**src/sv/dqs_pkg.sv**
```systemverilog
// Shared types, constants and index helpers for the bounded deque with search.
package dqs_pkg;

  localparam int DEPTH       = 16;
  localparam int DATA_WIDTH  = 32;
  localparam int IDX_W       = (DEPTH > 1) ? $clog2(DEPTH) : 1;
  localparam int CNT_W       = $clog2(DEPTH + 1);
  localparam int QUEUE_DEPTH = 2;
  localparam int QPTR_W      = (QUEUE_DEPTH > 1) ? $clog2(QUEUE_DEPTH) : 1;
  localparam int QCNT_W      = $clog2(QUEUE_DEPTH + 1);

  localparam logic [2:0] CMD_PUSH_TAIL = 3'd0;
  localparam logic [2:0] CMD_PUSH_HEAD = 3'd1;
  localparam logic [2:0] CMD_POP_TAIL  = 3'd2;
  localparam logic [2:0] CMD_POP_HEAD  = 3'd3;
  localparam logic [2:0] CMD_READ      = 3'd4;
  localparam logic [2:0] CMD_SEARCH    = 3'd5;

  localparam logic [1:0] ST_OK     = 2'd0;
  localparam logic [1:0] ST_EMPTY  = 2'd1;
  localparam logic [1:0] ST_FULL   = 2'd2;
  localparam logic [1:0] ST_BADPOS = 2'd3;

  typedef logic [DATA_WIDTH-1:0] word_t;
  typedef logic [IDX_W-1:0]      idx_t;
  typedef logic [CNT_W-1:0]      cnt_t;

  typedef enum logic [2:0] {
    OP_PUSH_TAIL,
    OP_PUSH_HEAD,
    OP_POP_TAIL,
    OP_POP_HEAD,
    OP_READ,
    OP_SEARCH,
    OP_NOP
  } op_t;

  typedef struct packed {
    logic [2:0]   cmd;
    logic signed [31:0] value;
    logic [4:0]   position;
  } req_t;

  typedef struct packed {
    logic [1:0]   status;
    logic         found;
    logic signed [31:0] data;
    logic [4:0]   occupancy;
  } rsp_t;

  typedef struct packed {
    op_t        op;
    word_t      word;
    logic [4:0] position;
  } desc_t;

  function automatic idx_t slot(idx_t base, idx_t off);
    logic [IDX_W:0] sum;
    sum = {1'b0, base} + {1'b0, off};
    if (sum >= (IDX_W + 1)'(DEPTH)) begin
      sum = sum - (IDX_W + 1)'(DEPTH);
    end
    return sum[IDX_W-1:0];
  endfunction

endpackage

```
**src/sv/dqs_front.sv**
```systemverilog
// Front end: request register and command classification.
module dqs_front (
  input  logic            clk,
  input  logic            rst,
  input  logic            req_valid,
  output logic            req_stall,
  input  dqs_pkg::req_t   req,
  output logic            desc_valid,
  input  logic            desc_ready,
  output dqs_pkg::desc_t  desc
);
  import dqs_pkg::*;

  desc_t decoded;

  always_comb begin
    decoded.word     = word_t'($unsigned(req.value));
    decoded.position = req.position;
    case (req.cmd)
      CMD_PUSH_TAIL: decoded.op = OP_PUSH_TAIL;
      CMD_PUSH_HEAD: decoded.op = OP_PUSH_HEAD;
      CMD_POP_TAIL:  decoded.op = OP_POP_TAIL;
      CMD_POP_HEAD:  decoded.op = OP_POP_HEAD;
      CMD_READ:      decoded.op = OP_READ;
      CMD_SEARCH:    decoded.op = OP_SEARCH;
      default:       decoded.op = OP_NOP;
    endcase
  end

  assign req_stall = desc_valid && !desc_ready;

  always_ff @(posedge clk) begin
    if (rst) begin
      desc_valid <= 1'b0;
    end else if (req_valid && !req_stall) begin
      desc_valid <= 1'b1;
    end else if (desc_ready) begin
      desc_valid <= 1'b0;
    end
  end

  always_ff @(posedge clk) begin
    if (req_valid && !req_stall) begin
      desc <= decoded;
    end
  end

endmodule

```
**src/sv/dqs_queue.sv**
```systemverilog
// Short descriptor queue between front end and back end.
module dqs_queue (
  input  logic            clk,
  input  logic            rst,
  input  logic            push_valid,
  output logic            push_ready,
  input  dqs_pkg::desc_t  push_desc,
  output logic            pop_valid,
  input  logic            pop_take,
  output dqs_pkg::desc_t  pop_desc
);
  import dqs_pkg::*;

  desc_t               slots [QUEUE_DEPTH];
  logic [QPTR_W-1:0]   wr_ptr;
  logic [QPTR_W-1:0]   rd_ptr;
  logic [QCNT_W-1:0]   fill;
  logic                do_push;
  logic                do_pop;

  assign push_ready = fill != QCNT_W'(QUEUE_DEPTH);
  assign pop_valid  = fill != '0;
  assign pop_desc   = slots[rd_ptr];
  assign do_push    = push_valid && push_ready;
  assign do_pop     = pop_take && pop_valid;

  always_ff @(posedge clk) begin
    if (rst) begin
      wr_ptr <= '0;
      rd_ptr <= '0;
      fill   <= '0;
    end else begin
      if (do_push) begin
        wr_ptr <= (wr_ptr == QPTR_W'(QUEUE_DEPTH - 1)) ? '0 : wr_ptr + QPTR_W'(1);
      end
      if (do_pop) begin
        rd_ptr <= (rd_ptr == QPTR_W'(QUEUE_DEPTH - 1)) ? '0 : rd_ptr + QPTR_W'(1);
      end
      if (do_push && !do_pop) begin
        fill <= fill + QCNT_W'(1);
      end else if (do_pop && !do_push) begin
        fill <= fill - QCNT_W'(1);
      end
    end
  end

  always_ff @(posedge clk) begin
    if (do_push) begin
      slots[wr_ptr] <= push_desc;
    end
  end

endmodule

```
**src/sv/dqs_back.sv**
```systemverilog
// Back end: circular entry store, command execution and response register.
module dqs_back (
  input  logic            clk,
  input  logic            rst,
  input  logic            desc_valid,
  output logic            desc_take,
  input  dqs_pkg::desc_t  desc,
  output logic            rsp_valid,
  input  logic            rsp_stall,
  output dqs_pkg::rsp_t   rsp
);
  import dqs_pkg::*;

  typedef enum logic [2:0] {
    S_IDLE = 3'b001,
    S_READ = 3'b010,
    S_SCAN = 3'b100
  } state_t;

  state_t state, state_next;
  idx_t   head, head_next;
  cnt_t   count, count_next;
  idx_t   k, k_next;
  word_t  key, key_next;

  word_t  entries [DEPTH];
  word_t  rd_data;
  idx_t   raddr;
  idx_t   waddr;
  logic   we;

  logic   out_free;
  logic   res_we;
  rsp_t   res;

  function automatic word_t wdata_of(desc_t d);
    return d.word;
  endfunction

  assign out_free  = !rsp_valid || !rsp_stall;
  assign desc_take = (state == S_IDLE) && desc_valid && out_free;

  always_comb begin
    state_next = state;
    head_next  = head;
    count_next = count;
    k_next     = k;
    key_next   = key;
    we         = 1'b0;
    waddr      = head;
    raddr      = head;
    res_we     = 1'b0;
    res.status = ST_OK;
    res.found  = 1'b0;
    res.data   = '0;
    case (state)
      S_IDLE: begin
        if (desc_take) begin
          case (desc.op)
            OP_PUSH_TAIL: begin
              res_we = 1'b1;
              if (count == CNT_W'(DEPTH)) begin
                res.status = ST_FULL;
              end else begin
                we         = 1'b1;
                waddr      = slot(head, IDX_W'(count));
                count_next = count + CNT_W'(1);
              end
            end
            OP_PUSH_HEAD: begin
              res_we = 1'b1;
              if (count == CNT_W'(DEPTH)) begin
                res.status = ST_FULL;
              end else begin
                we         = 1'b1;
                head_next  = slot(head, IDX_W'(DEPTH - 1));
                waddr      = head_next;
                count_next = count + CNT_W'(1);
              end
            end
            OP_POP_TAIL: begin
              res_we = 1'b1;
              if (count == '0) begin
                res.status = ST_EMPTY;
              end else begin
                count_next = count - CNT_W'(1);
              end
            end
            OP_POP_HEAD: begin
              res_we = 1'b1;
              if (count == '0) begin
                res.status = ST_EMPTY;
              end else begin
                head_next  = slot(head, IDX_W'(1));
                count_next = count - CNT_W'(1);
              end
            end
            OP_READ: begin
              if (desc.position == '0 || 32'(desc.position) > 32'(count)) begin
                res_we     = 1'b1;
                res.status = ST_BADPOS;
              end else begin
                raddr      = slot(head, IDX_W'(desc.position - 5'd1));
                state_next = S_READ;
              end
            end
            OP_SEARCH: begin
              if (count == '0) begin
                res_we = 1'b1;
              end else begin
                raddr      = head;
                k_next     = '0;
                key_next   = desc.word;
                state_next = S_SCAN;
              end
            end
            default: begin
              res_we = 1'b1;
            end
          endcase
        end
      end
      S_READ: begin
        res_we     = 1'b1;
        res.found  = 1'b1;
        res.data   = 32'(rd_data);
        state_next = S_IDLE;
      end
      S_SCAN: begin
        if (rd_data == key) begin
          res_we     = 1'b1;
          res.found  = 1'b1;
          res.data   = 32'(rd_data);
          state_next = S_IDLE;
        end else if (CNT_W'(k) + CNT_W'(1) == count) begin
          res_we     = 1'b1;
          state_next = S_IDLE;
        end else begin
          k_next = k + IDX_W'(1);
          raddr  = slot(head, k_next);
        end
      end
      default: begin
        state_next = S_IDLE;
      end
    endcase
    res.occupancy = 5'(count_next);
  end

  always_ff @(posedge clk) begin
    if (we) begin
      entries[waddr] <= wdata_of(desc);
    end
    rd_data <= entries[raddr];
  end

  always_ff @(posedge clk) begin
    if (rst) begin
      state     <= S_IDLE;
      head      <= '0;
      count     <= '0;
      rsp_valid <= 1'b0;
    end else begin
      state <= state_next;
      head  <= head_next;
      count <= count_next;
      if (res_we) begin
        rsp_valid <= 1'b1;
      end else if (!rsp_stall) begin
        rsp_valid <= 1'b0;
      end
    end
  end

  always_ff @(posedge clk) begin
    k   <= k_next;
    key <= key_next;
    if (res_we) begin
      rsp <= res;
    end
  end

endmodule

```
**src/sv/bounded_deque_with_search_core.sv**
```systemverilog
// Bounded double-ended queue of words with positional read and search by value.
//
// Requests pass a front register and a two-entry queue before the back end
// runs them against a circular store of DEPTH words held in a memory with one
// registered read port. Push, pop and rejected commands are answered from the
// idle state; a read waits in S_READ for the registered memory read; a search
// compares entries one at a time from the head through the single read port
// in S_SCAN, stopping at the first match or after the last live entry. Each
// request gives exactly one response. The store needs no clearing after
// reset: only live entries are ever read.
module bounded_deque_with_search_core (
  input  logic           clk,
  input  logic           rst,
  input  logic           req_valid,
  output logic           req_stall,
  input  dqs_pkg::req_t  req,
  output logic           rsp_valid,
  input  logic           rsp_stall,
  output dqs_pkg::rsp_t  rsp
);
  import dqs_pkg::*;

  logic  front_valid;
  logic  front_ready;
  desc_t front_desc;
  logic  q_valid;
  logic  q_take;
  desc_t q_desc;

  dqs_front u_front (
    .clk        (clk),
    .rst        (rst),
    .req_valid  (req_valid),
    .req_stall  (req_stall),
    .req        (req),
    .desc_valid (front_valid),
    .desc_ready (front_ready),
    .desc       (front_desc)
  );

  dqs_queue u_queue (
    .clk        (clk),
    .rst        (rst),
    .push_valid (front_valid),
    .push_ready (front_ready),
    .push_desc  (front_desc),
    .pop_valid  (q_valid),
    .pop_take   (q_take),
    .pop_desc   (q_desc)
  );

  dqs_back u_back (
    .clk        (clk),
    .rst        (rst),
    .desc_valid (q_valid),
    .desc_take  (q_take),
    .desc       (q_desc),
    .rsp_valid  (rsp_valid),
    .rsp_stall  (rsp_stall),
    .rsp        (rsp)
  );

  a_stall_needs_held_item: assert property (@(posedge clk) disable iff (rst)
    req_stall |-> front_valid && !front_ready)
    else $error("request stalled without a held item blocked by the queue");

  a_found_is_ok: assert property (@(posedge clk) disable iff (rst)
    rsp_valid && rsp.found |-> rsp.status == ST_OK)
    else $error("found response with error status");

  a_miss_has_zero_data: assert property (@(posedge clk) disable iff (rst)
    rsp_valid && !rsp.found |-> rsp.data == '0)
    else $error("response without hit carries data");

  a_take_needs_entry: assert property (@(posedge clk) disable iff (rst)
    q_take |-> q_valid)
    else $error("back end took from an empty queue");

endmodule

```
**config.mk**
```make
export PLATFORM = sky130hd
export DESIGN_NAME = bounded_deque_with_search_core
export DESIGN_NICKNAME = d
export VERILOG_FILES = /design/src/sv/dqs_pkg.sv /design/src/sv/dqs_front.sv /design/src/sv/dqs_queue.sv /design/src/sv/dqs_back.sv /design/src/sv/bounded_deque_with_search_core.sv
export SDC_FILE = /design/constraint.sdc
export NUM_CORES = 1
export LEC_CHECK = 0
export BUFFER_PORTS_ARGS = -buffer_cell sky130_fd_sc_hd__buf_2
export CAP_MARGIN = 30
export CORE_MARGIN = 3
export CORE_UTILIZATION = 50
export CTS_CLUSTER_SIZE = 10
export DETAILED_ROUTE_END_ITERATION = 10
export PLACE_DENSITY = 0.71
export SYNTH_ARGS = -nofsm -noshare
export SYNTH_HDL_FRONTEND = slang
export SYNTH_SLANG_ARGS = --single-unit
```
**constraint.sdc**
```tcl
create_clock -name clk -period 6.58 [get_ports clk]
set_input_delay 1.316 -clock clk [delete_from_list [all_inputs] [get_ports clk]]
set_output_delay 1.316 -clock clk [all_outputs]
set_load 0.02 [all_outputs]
```
==> impl_metrics.csv, run 1 <==
group,metric,value,unit
pwr,sw_frac_of_total,28.9,%
cts,cts-root-buf,"clkbuf_16",
floorplanning,rows,88,
logic_synthesis,synth_largest_area_cell,"edfxtp_1",
cells_and_area,design_area,33600,µm²
grt,grt_max_degree,131,
critical_path,required,7.08,ns
pwr,comb_power_share,19.9,%
grt,grt_pass1_vias,16500,
pwr,p_clk_share,32.8,%
logic_synthesis,synth_area_leaders,"edfxtp_1 (72%), mux2_2 (3.9%), dfxtp_1 (3.5%)",
timing,slew_violations,0,
critical_path,timing.critical_path.arrival,5.57,ns
pwr,power_density,395,nW/µm²
cts,cts_buffer_depth,3,
placed_design,dp_hpwl,38600,µm
timing,rsz0062_at_grt,"no",
grt,grt_pass1_wl,103000,µm
pwr,p_int,0.00942,W
drt,wl_met3,5220,µm
logic_synthesis,netlist_area,29500,µm²
critical_path,crit_path_end_kind,"register",
min_path,worstHoldStart,"u_front.desc[34]",
cells_and_area,drive_above_1_share,17.7,%
floorplanning,ios,86,
floorplanning,die_h,249,µm
cells_and_area,nFillCells,4357,
timing,worst_slew_pin_slew,0.920,ns
drt,num_vias,16400,
outcome,outcome,"finished, final reports clean",
drt,ant_nets,0,
timing,timing.setup.tns,0,ns
logic_synthesis,synthesis.nets,1895,
critical_path,path_max_fanout,27,
logic_synthesis,synth_simple_gate_area_share,7.41,%
floorplanning,die_area,62000,µm²
cts,clk_pin_slew_worst_paths,0.06,ns
cells_and_area,area_growth,13.7,%
cells_and_area,diodes,0,
pwr,max-vdd-ir-drop,0.253,mV
logic_synthesis,synthMuxAreaShare,7.71,%
cts,post_cts_buffers,0,
drt,wl_met1,28500,µm
drt,routed.top_layer,"met4",
drt,wl_met2,33100,µm
grt,gr-total-overflow,0,
timing,hold_viol,0,
logic_synthesis,ys.flop_type,"edfxtp_1",
logic_synthesis,syn_area_per_cell,16.2,µm²
cts,cts_tree,"done",
drt,drt-total-wl,68300,µm
floorplanning,coreArea,58000,µm²
critical_path,regToRegSetupSlack,1.51,ns
timing,period_minus_slack,5.07,ns
logic_synthesis,synth_xor_area_share,1.66,%
logic_synthesis,async_flop_share,0,%
cts,ctsHoldBuffers,0,
drt,drt-pass1-iter-count,6,
grt,antenna_found_initial,0,
logic_synthesis,netlist_top_cells_count,"edfxtp_1 (708), nand2_1 (216), mux2_2 (102), nand3_1 (71), o22ai_1 (66)",
critical_path,crit_type,"register to register",
logic_synthesis,ys_seq_area_share,75.5,%
run,cap_violations,0,
timing,slew_headroom,38.7,%
timing,fmax,197,MHz
logic_synthesis,yosysTopAreaCellShare,72.0,%
timing,setup_viol,0,
timing,post-route-period-util,77.0,%
drt,drt_iter0_drc,1582,
cts,numCtsBuffers,86,
logic_synthesis,synth_compound_area_share,4.91,%
cts,worstSkewPairLatency,0.62,ns
pwr,power_switching,0.00382,W
cts,cts.htree.levels,3,
critical_path,critPathLaunchType,"register",
timing,fin_skew,0.0150,ns
logic_synthesis,synth_top_family_by_area,"multiplexers",
min_path,hp-class,"register to register",
pwr,p_leak,11.2,nW
logic_synthesis,synth_cells,1826,
pwr,p_seq_share,47.3,%
logic_synthesis,synth_edf_count,708,
drt,drc_errors,0,
cts,cts.sink_count,759,
floorplanning,die_x,249,µm
floorplanning,start_util,50.9,%
cts,cts_resized,0,
placed_design,gp_congestion,0.862,
logic_synthesis,synth.distinct_cells,67,
logic_synthesis,ys_ff_latch,759,
drt,detail_route.vias_per_cell,5.89,
grt,grt.total_usage,21.9,%
placed_design,dpl_cell_area,31000,µm²
drt,wl_per_cell,24.5,µm
logic_synthesis,yosys_warnings,0,
logic_synthesis,yosysMostFrequentCell,"edfxtp_1",
logic_synthesis,synth_fa_ha_area_share,1.14,%
placed_design,portBuffers,85,
cells_and_area,nets,2023,
==> power groups by stage <==
| stage | Sequential, W | Clock [W] | Combinational (W) |
|---|---|---|---|
| finish | 0.00626 | 0.00434 | 0.00263 |
| global route | 0.00629 | 0.00463 | 0.00284 |
| CTS | 0.00626 | 0.00441 | 0.00262 |
| detailed placement | 0.00636 | 0 | 0.00261 |
| global placement | 0.00635 | 0 | 0.00252 |
| floorplan | 0.00636 | 0 | 0.00165 |
==> cells in the final DEF, fill, tap and decap left out, types with 7 or more instances in the layout <==
| cell type | instances |
|---|---|
| a21oi_1 | 55 |
| a32o_1 | 33 |
| and2_1 | 35 |
| buf_2 | 85 |
| buf_4 | 34 |
| clkbuf_1 | 64 |
| clkbuf_16 | 90 |
| dfxtp_1 | 50 |
| edfxtp_1 | 708 |
| ha_1 | 22 |
| inv_1 | 20 |
| mux2_1 | 64 |
| mux2_2 | 102 |
| mux2i_1 | 39 |
| nand2_1 | 216 |
| nand2b_1 | 8 |
| nand3_1 | 69 |
| nand4_1 | 12 |
| nor2_1 | 33 |
| nor2_4 | 17 |
| nor2b_1 | 8 |
| nor3_1 | 7 |
| nor4_1 | 35 |
| o21ai_0 | 17 |
| o22ai_1 | 65 |
| xnor2_1 | 46 |
| xor2_1 | 8 |
==> per-layer routing <==
layer / vias up / track usage (%)
li1: 7268 / -
met1: 8274 / 30.4
met2: 776 / 35.8
met3: 116 / 3.58
met4: 0 / 6.74
met5: - / 0
==> worst max-delay path: stages (launching register included) <==
cell	delay, ns
dfxtp_2	0.79
mux2i_1	0.44
inv_2	0.08
ha_1	0.34
nand4_1	0.11
or2_2	0.32
a2111oi_4	0.56
mux2_2	0.40
o21ai_2	0.37
nand2b_1	0.58
buf_4	0.52
a21oi_1	0.09
nor4_1	0.33
==> worst paths after layout <==
kind	to	depth (start not counted)
worst min register to register	u_queue.slots[1][34]	0
worst max-delay path	u_back.rd_data[17]	12
worst max register to register	u_back.rd_data[17]	12
worst min-delay path	u_queue.slots[1][34]	0
==> final cells by class <==
| type | count | area [µm²] | area share (%) |
|---|---|---|---|
| multi-input combinational | 963 | 6920 | 20.6 |
| sequential | 759 | 22300 | 66.4 |
| timing repair buffer | 123 | 761 | 2.27 |
| clock inverter | 3 | 45.0 | 0.134 |
| inverter | 21 | 78.8 | 0.235 |
| clock buffer | 155 | 2510 | 7.47 |
| tap | 765 | 957 | 2.85 |
==> through the flow <==
| stage | hold WS, ns | utilization, % | power, W | cells | setup WS [ns] |
|---|---|---|---|---|---|
| floorplan | 0.421 | - | 0.00801 | 1826 | 1.42 |
| global placement | 0.427 | 53.4 | 0.00887 | 2630 | 1.61 |
| detailed placement | 0.434 | 53.4 | 0.00897 | 2631 | 1.59 |
| CTS | 0.445 | 57.8 | 0.0133 | 2789 | 1.54 |
| global route | 0.456 | 57.8 | 0.0138 | 2789 | 1.25 |
| finish | 0.445 | 57.8 | 0.0132 | 2789 | 1.51 |
==> cell families after synthesis <==
group | count (synthesis)
flops | 759
simple gates | 466
compound gates | 211
mux | 206
buf+inv | 104
xor+xnor | 55
fa+ha+maj | 25
==> sequential cells by signal, summed over array words and instances (netlist names), 2 cells and up, named ones only <==
register / flops
u_back.count: 5
u_back.entries: 512
u_back.head: 4
u_back.k: 4
u_back.key: 32
u_back.rd_data: 32
u_back.rsp: 40
u_back.state: 3
u_front.desc: 40
u_queue.fill: 2
u_queue.slots: 80
(Power assumes the default switching activity.)
==> run 2, diff against run 1 <==
--- a/config.mk
+++ b/config.mk
@@ -5,13 +5,14 @@
 export SDC_FILE = /design/constraint.sdc
 export NUM_CORES = 1
 export LEC_CHECK = 0
+export ABC_AREA = 1
 export BUFFER_PORTS_ARGS = -buffer_cell sky130_fd_sc_hd__buf_2
 export CAP_MARGIN = 30
 export CORE_MARGIN = 3
 export CORE_UTILIZATION = 50
 export CTS_CLUSTER_SIZE = 10
 export DETAILED_ROUTE_END_ITERATION = 10
-export PLACE_DENSITY = 0.71
+export PLACE_DENSITY = 0.74
 export SYNTH_ARGS = -nofsm -noshare
 export SYNTH_HDL_FRONTEND = slang
 export SYNTH_SLANG_ARGS = --single-unit
==> constraint.sdc (replaced) <==
create_clock -name clk -period 4.4 [get_ports clk]
set_input_delay 0.88 -clock clk [delete_from_list [all_inputs] [get_ports clk]]
set_output_delay 0.88 -clock clk [all_outputs]
set_load 0.02 [all_outputs]
==> run 2 against run 1 <==
Clock skew is 0.030 ns higher. Wire length is 17% higher. First-iteration DRC count grew 67%. Critical path type unchanged. Largest cell class unchanged. Highest routed layer is now met5.
==> impl_metrics.csv, run 2 <==
group,metric,value,unit
logic_synthesis,ys.flop_type,"edfxtp_1",
critical_path,regToRegSetupSlack,0.54,ns
logic_synthesis,synth_cells,2912,
logic_synthesis,syn_area_per_cell,11.1,µm²
run,cap_violations,0,
cells_and_area,area_growth,13.1,%
cells_and_area,regMostFlops,"u_back.entries",
cells_and_area,nets,3064,
logic_synthesis,synth_area_leaders,"edfxtp_1 (66%), nand3_1 (9.5%), nand2_1 (7.3%)",
grt,grt.total_usage,23.8,%
cells_and_area,design_area,36500,µm²
floorplanning,ios,86,
placed_design,gp_congestion,0.885,
logic_synthesis,async_flop_share,0,%
timing,period_minus_slack,3.86,ns
critical_path,timing.critical_path.arrival,4.44,ns
timing,worst_slew_pin_slew,1.05,ns
floorplanning,die_h,260,µm
drt,ant_nets,0,
timing,fin_skew,0.0449,ns
critical_path,r2r_end,"u_back.rd_data[17]",
cts,clk_pin_slew_worst_paths,0.05,ns
floorplanning,rows,92,
min_path,hold_path_end,"u_front.desc[17]",
min_path,worstHoldStart,"req[17]",
cts,cts-root-buf,"clkbuf_16",
floorplanning,die_area,67600,µm²
placed_design,portBuffers,85,
outcome,outcome,"finished, final reports clean",
critical_path,crit_type,"register to register",
critical_path,path_max_fanout,45,
cts,cts.htree.levels,3,
critical_path,critPathLaunchType,"register",
drt,wl_per_cell,20.4,µm
timing,timing.setup.tns,0,ns
logic_synthesis,netlist_top_cells_count,"edfxtp_1 (708), nand2_1 (631), nand3_1 (609), inv_1 (429), nor2_1 (99)",
drt,drt-total-wl,79900,µm
logic_synthesis,ys_ff_latch,759,
timing,slew_headroom,29.5,%
logic_synthesis,netlist_area,32200,µm²
drt,num_vias,21700,
cts,cts_tree,"done",
grt,gr-total-overflow,0,
grt,grt_pass1_vias,21500,
cts,post_cts_buffers,0,
floorplanning,start_util,50.8,%
logic_synthesis,synth_edf_count,708,
logic_synthesis,yosysTopAreaCellShare,65.9,%
timing,hold_viol,0,
timing,setup_viol,0,
logic_synthesis,yosysMostFrequentCell,"edfxtp_1",
drt,drt-pass1-iter-count,6,
timing,rsz0062_at_grt,"no",
logic_synthesis,synthesis.nets,2981,
cts,numCtsBuffers,87,
cells_and_area,drive_above_1_share,8.81,%
pwr,p_leak,14.8,nW
pwr,max-vdd-ir-drop,0.620,mV
grt,grt_pass1_wl,124000,µm
cells_and_area,layout_common_cells,"edfxtp_1 (708), nand2_1 (629), nand3_1 (609), inv_1 (425), clkbuf_16 (87)",
cells_and_area,reg.largest.list,"u_back.entries: 512 flops, u_queue.slots: 80 flops",
cells_and_area,largest_reg_flops,512,
critical_path,r2r_cells,17,
placed_design,dp_hpwl,47600,µm
min_path,worstHoldPathCells,1,
logic_synthesis,synth_largest_area_cell,"edfxtp_1",
drt,drt_iter0_drc,2640,
placed_design,dpl_cell_area,33800,µm²
logic_synthesis,synth.distinct_cells,39,
drt,drc_errors,0,
pwr,power_density,727,nW/µm²
cts,worstSkewPairLatency,0.66,ns
floorplanning,die_x,260,µm
cells_and_area,final_util,57.5,%
min_path,hp-class,"input port to register",
timing,post-route-period-util,87.6,%
cts,cts_buffer_depth,3,
grt,grt_max_degree,129,
logic_synthesis,ys_seq_area_share,69.1,%
timing,slew_violations,0,
drt,detail_route.vias_per_cell,5.54,
critical_path,required,4.99,ns
timing,fmax,259,MHz
cts,cts.sink_count,759,
logic_synthesis,yosys_warnings,0,
critical_path,crit_path_end_kind,"register",
floorplanning,coreArea,63400,µm²
timing,fin_hold_ws,0.393,ns
grt,antenna_found_initial,2,
cells_and_area,final_common_cell,"edfxtp_1",
run 2: changes by cell type in the layout (fill, tap and decap cells not counted), moves of 65 or more:
cell | before | now
inv_1 | 20 | 425
mux2_2 | 102 | 0
nand2_1 | 216 | 629
nand3_1 | 69 | 609
nand3b_1 | 3 | 71
o22ai_1 | 65 | 0
run 2: worst max-delay path by stage:
stage | start | end | cells past startpoint | slack [ns]
final | register | u_back.rd_data[17] | 17 | 0.54
after CTS | register | u_back.rd_data[29] | 18 | 0.30
after global routing | register | u_back.rd_data[29] | 18 | 0.21
after detailed placement | register | u_back.rd_data[29] | 18 | 0.35
after floorplan | rsp_stall | u_back.entries[2][0] | 12 | 0.38
after global placement | register | u_back.rd_data[29] | 18 | 0.37
run 2: area by class of cell:
| type | count | area (µm²) |
|---|---|---|
| diodes | 1 | 2.50 |
| clock buffers | 150 | 2420 |
| clock inverters | 9 | 191 |
| fillers | 5013 | 27000 |
| inverters | 433 | 1630 |
| multi-input cells | 1573 | 7780 |
| flip-flops and latches | 759 | 22300 |
| well taps | 846 | 1060 |
| repair buffers | 141 | 1110 |
run 2: layer usage:
layer	wire, µm	part of all wire [%]	vias up	GRT usage, %
li1	-	-	9960	-
met2	37700	47	1084	37.7
met4	3010	3.8	2	10.9
met5	17	0.021	-	0
met3	7400	9.3	198	4.02
met1	31700	40	10400	32.5
run 2: per-stage QoR:
stage | worst slack (ns) | instances | power [W]
floorplan | 0.375 | 2912 | 0.0164
global placement | 0.371 | 3749 | 0.0196
detailed placement | 0.350 | 3751 | 0.0198
CTS | 0.297 | 3910 | 0.0265
global route | 0.211 | 3911 | 0.0279
finish | 0.544 | 3912 | 0.0265
run 2: kinds of logic (layout without fill, tap and decap cells):
| kind of cell | Yosys count | count (layout) | synth area share [%] |
|---|---|---|---|
| DFF | 759 | 759 | 69.1 |
| buffers and inverters | 580 | 733 | 7.36 |
| muxes | 1 | 1 | 0.0310 |
| other | 0 | 1 | 0 |
| xor gates and xnor gates | 42 | 42 | 1.14 |
| adders and majority gates | 25 | 25 | 1.04 |
| and+or+nand+nor | 1436 | 1436 | 20.1 |
| AOI/OAI and AO/OA | 69 | 69 | 1.18 |
run 2: critical path, stage by stage, from the launching register on:
cell and delay (ns):
dfxtp_1 0.48, inv_2 0.10, nand2_1 0.06, and2_1 0.14, inv_1 0.05, ha_1 0.32
a21oi_1 0.16, nand3_1 0.09, o21ai_1 0.37, nand3_2 0.17, o211ai_1 0.22, nand3_1 0.15
o21ai_4 0.28, inv_2 0.40, buf_12 0.32, nand3_1 0.12, nand3_1 0.19, nand2_1 0.13
run 2: power breakdown:
part	leakage [nW]	switching, W	internal, W
Combinational	6.67	0.00758	0.00270
Clock	1.23	0.00283	0.00376
Sequential	6.88	0.000334	0.00930
Total	14.8	0.0107	0.0158
run 2: what timing repair did:
| action | CTS | global route |
|---|---|---|
| gates resized for setup | 0 | 2 |
| hold buffers | 0 | 0 |
| endpoints found under the setup margin | 0 | 7 |
==> run 3, diff against run 2 <==
--- a/config.mk
+++ b/config.mk
@@ -9,10 +9,10 @@
 export BUFFER_PORTS_ARGS = -buffer_cell sky130_fd_sc_hd__buf_2
 export CAP_MARGIN = 30
 export CORE_MARGIN = 3
-export CORE_UTILIZATION = 50
+export CORE_UTILIZATION = 40
 export CTS_CLUSTER_SIZE = 10
 export DETAILED_ROUTE_END_ITERATION = 10
-export PLACE_DENSITY = 0.74
+export PLACE_DENSITY = 0.62
 export SYNTH_ARGS = -nofsm -noshare
 export SYNTH_HDL_FRONTEND = slang
 export SYNTH_SLANG_ARGS = --single-unit
==> run 3 against run 2 <==
Final area up 0.63%. Die area rose by 24%. Setup slack improved by 0.092 ns. Critical endpoint is now u_back.rd_data[12]. Largest power group unchanged. Core utilization fell by 11 points. Global-route usage decreased by 4.7 points. Highest routed layer is now met4.
==> impl_metrics.csv, run 3 (same netlist as run 2, synthesis figures left out) <==
group,metric,value,unit
placed_design,portBuffers,85,
cells_and_area,drive_above_1_share,9.08,%
min_path,hp-class,"input port to register",
cts,cts-root-buf,"clkbuf_16",
grt,grt_pass1_wl,124000,µm
run,cap_violations,0,
floorplanning,rows,103,
timing,rsz0062_at_grt,"no",
placed_design,dpl_cell_area,34100,µm²
drt,ant_nets,0,
cells_and_area,finalNonFillerCells,4112,
timing,worst_slew_pin_slew,1.18,ns
timing,hold_viol,0,
min_path,hold_path_end,"u_front.desc[24]",
pwr,power_density,719,nW/µm²
cells_and_area,nFillCells,7200,
cells_and_area,reg.largest.list,"u_back.entries: 512 flops, u_queue.slots: 80 flops",
drt,num_vias,20900,
timing,slew_headroom,21.2,%
cells_and_area,final_util,46.2,%
pwr,p_leak,14.8,nW
drt,wl_met3,5180,µm
min_path,worstHoldPathCells,1,
drt,drt-pass1-iter-count,5,
critical_path,critPathLaunchType,"register",
cts,cts.sink_count,759,
placed_design,gp_congestion,0.858,
drt,drc_errors,0,
drt,wl_per_cell,19.8,µm
drt,drt_iter0_drc,1998,
timing,timing.setup.tns,0,ns
timing,fin_skew,0.0250,ns
cells_and_area,nets,3067,
grt,antenna_found_initial,1,
cts,cts_tree,"done",
cts,ctsHoldBuffers,0,
critical_path,crit_path_end_kind,"register",
cells_and_area,design_area,36700,µm²
cells_and_area,regMostFlops,"u_back.entries",
drt,routed.top_layer,"met4",
floorplanning,die_h,290,µm
critical_path,r2r_end,"u_back.rd_data[12]",
cts,cts.htree.levels,3,
timing,post-route-period-util,85.5,%
cells_and_area,layout_common_cells,"edfxtp_1 (708), nand2_1 (629), nand3_1 (609), inv_1 (426), clkbuf_16 (91)",
grt,grt.total_usage,19.1,%
cts,clk_pin_slew_worst_paths,0.05,ns
cts,worstSkewPairLatency,0.64,ns
cts,cts_resized,0,
placed_design,dp.cells,3957,
critical_path,r2r_cells,18,
grt,gr-total-overflow,0,
outcome,outcome,"finished, final reports clean",
drt,detail_route.vias_per_cell,5.08,
floorplanning,die_x,290,µm
pwr,max-vdd-ir-drop,0.687,mV
cts,numCtsBuffers,89,
timing,slew_violations,0,
placed_design,dp_hpwl,47400,µm
floorplanning,ios,86,
cells_and_area,largest_reg_flops,512,
critical_path,path_max_fanout,87,
drt,wl_met2,38100,µm
cells_and_area,final_common_cell,"edfxtp_1",
drt,wl_met1,35800,µm
floorplanning,coreArea,79400,µm²
critical_path,regToRegSetupSlack,0.64,ns
timing,setup_viol,0,
critical_path,required,4.93,ns
drt,drt-total-wl,81200,µm
min_path,worstHoldStart,"req[24]",
critical_path,crit_type,"register to register",
cts,post_cts_buffers,0,
cells_and_area,diodes,0,
critical_path,timing.critical_path.arrival,4.29,ns
cells_and_area,area_growth,13.8,%
grt,grt_pass1_vias,20200,
timing,period_minus_slack,3.76,ns
timing,fmax,266,MHz
cts,cts_buffer_depth,3,
floorplanning,start_util,40.6,%
grt,grt_max_degree,206,
floorplanning,die_area,84000,µm²
run 3: changes by cell type in the layout (fill, tap and decap cells not counted), sizes merged:
cell and delta:
diode -1, bufinv +1, clkinv -6, buf +1
clkbuf -5, inv +7, clkinvlp -1
run 3: area by class of cell:
class | instances | area, µm² | area share [%]
clock buffer | 145 | 2510 | 6.84
clock inverter | 10 | 125 | 0.341
inverter | 433 | 1630 | 4.44
multi-input combinational | 1573 | 7780 | 21.2
sequential | 759 | 22300 | 60.7
tap | 1050 | 1310 | 3.58
timing repair buffer | 142 | 1070 | 2.90
run 3: how the worst max path moves through the flow:
| stage | from | to | slack (ns) | depth (start not counted) |
|---|---|---|---|---|
| detailed placement | register | u_back.rd_data[12] | 0.67 | 18 |
| CTS | register | u_back.rd_data[12] | 0.66 | 18 |
| finish | register | u_back.rd_data[12] | 0.64 | 18 |
| global placement | register | u_back.rd_data[27] | 0.71 | 19 |
| floorplan | rsp_stall | u_back.entries[2][0] | 0.38 | 12 |
| global route | register | u_back.rd_data[20] | 0.22 | 19 |
run 3: through the flow:
stage	total power [W]	hold WS, ns	setup slack [ns]
after floorplan	0.0164	0.421	0.375
after detailed placement	0.0198	0.430	0.667
after global routing	0.0279	0.385	0.216
after global placement	0.0197	0.423	0.705
final	0.0264	0.415	0.636
after CTS	0.0266	0.373	0.656
run 3: worst max-delay path, stage by stage, from the launching register on:
cell     delay (ns)
dfxtp_2        0.41
inv_2          0.08
nand2_1        0.05
and2_1         0.13
inv_1          0.05
ha_1           0.31
a21oi_1        0.14
nand3_1        0.09
o21ai_0        0.43
nand4_1        0.14
nand3_1        0.18
nand3_4        0.16
nand2_8        0.40
buf_12         0.39
nand2_1        0.11
nand3_1        0.14
nand3_1        0.10
nand3_1        0.14
nand2_1        0.06
run 3: per-layer routing:
| layer | up-vias | global-route usage [%] |
|---|---|---|
| li1 | 9961 | - |
| met1 | 10100 | 27.0 |
| met2 | 713 | 30.6 |
| met3 | 128 | 2.70 |
| met4 | 0 | 6.04 |
| met5 | - | 0 |
run 3: power breakdown:
group	total [W]	leakage [nW]	internal, W	switching [W]
Combinational	0.00993	6.67	0.00264	0.00729
Sequential	0.00969	6.88	0.00930	0.000385
Clock	0.00677	1.27	0.00395	0.00282
Total	0.0264	14.8	0.0159	0.0105
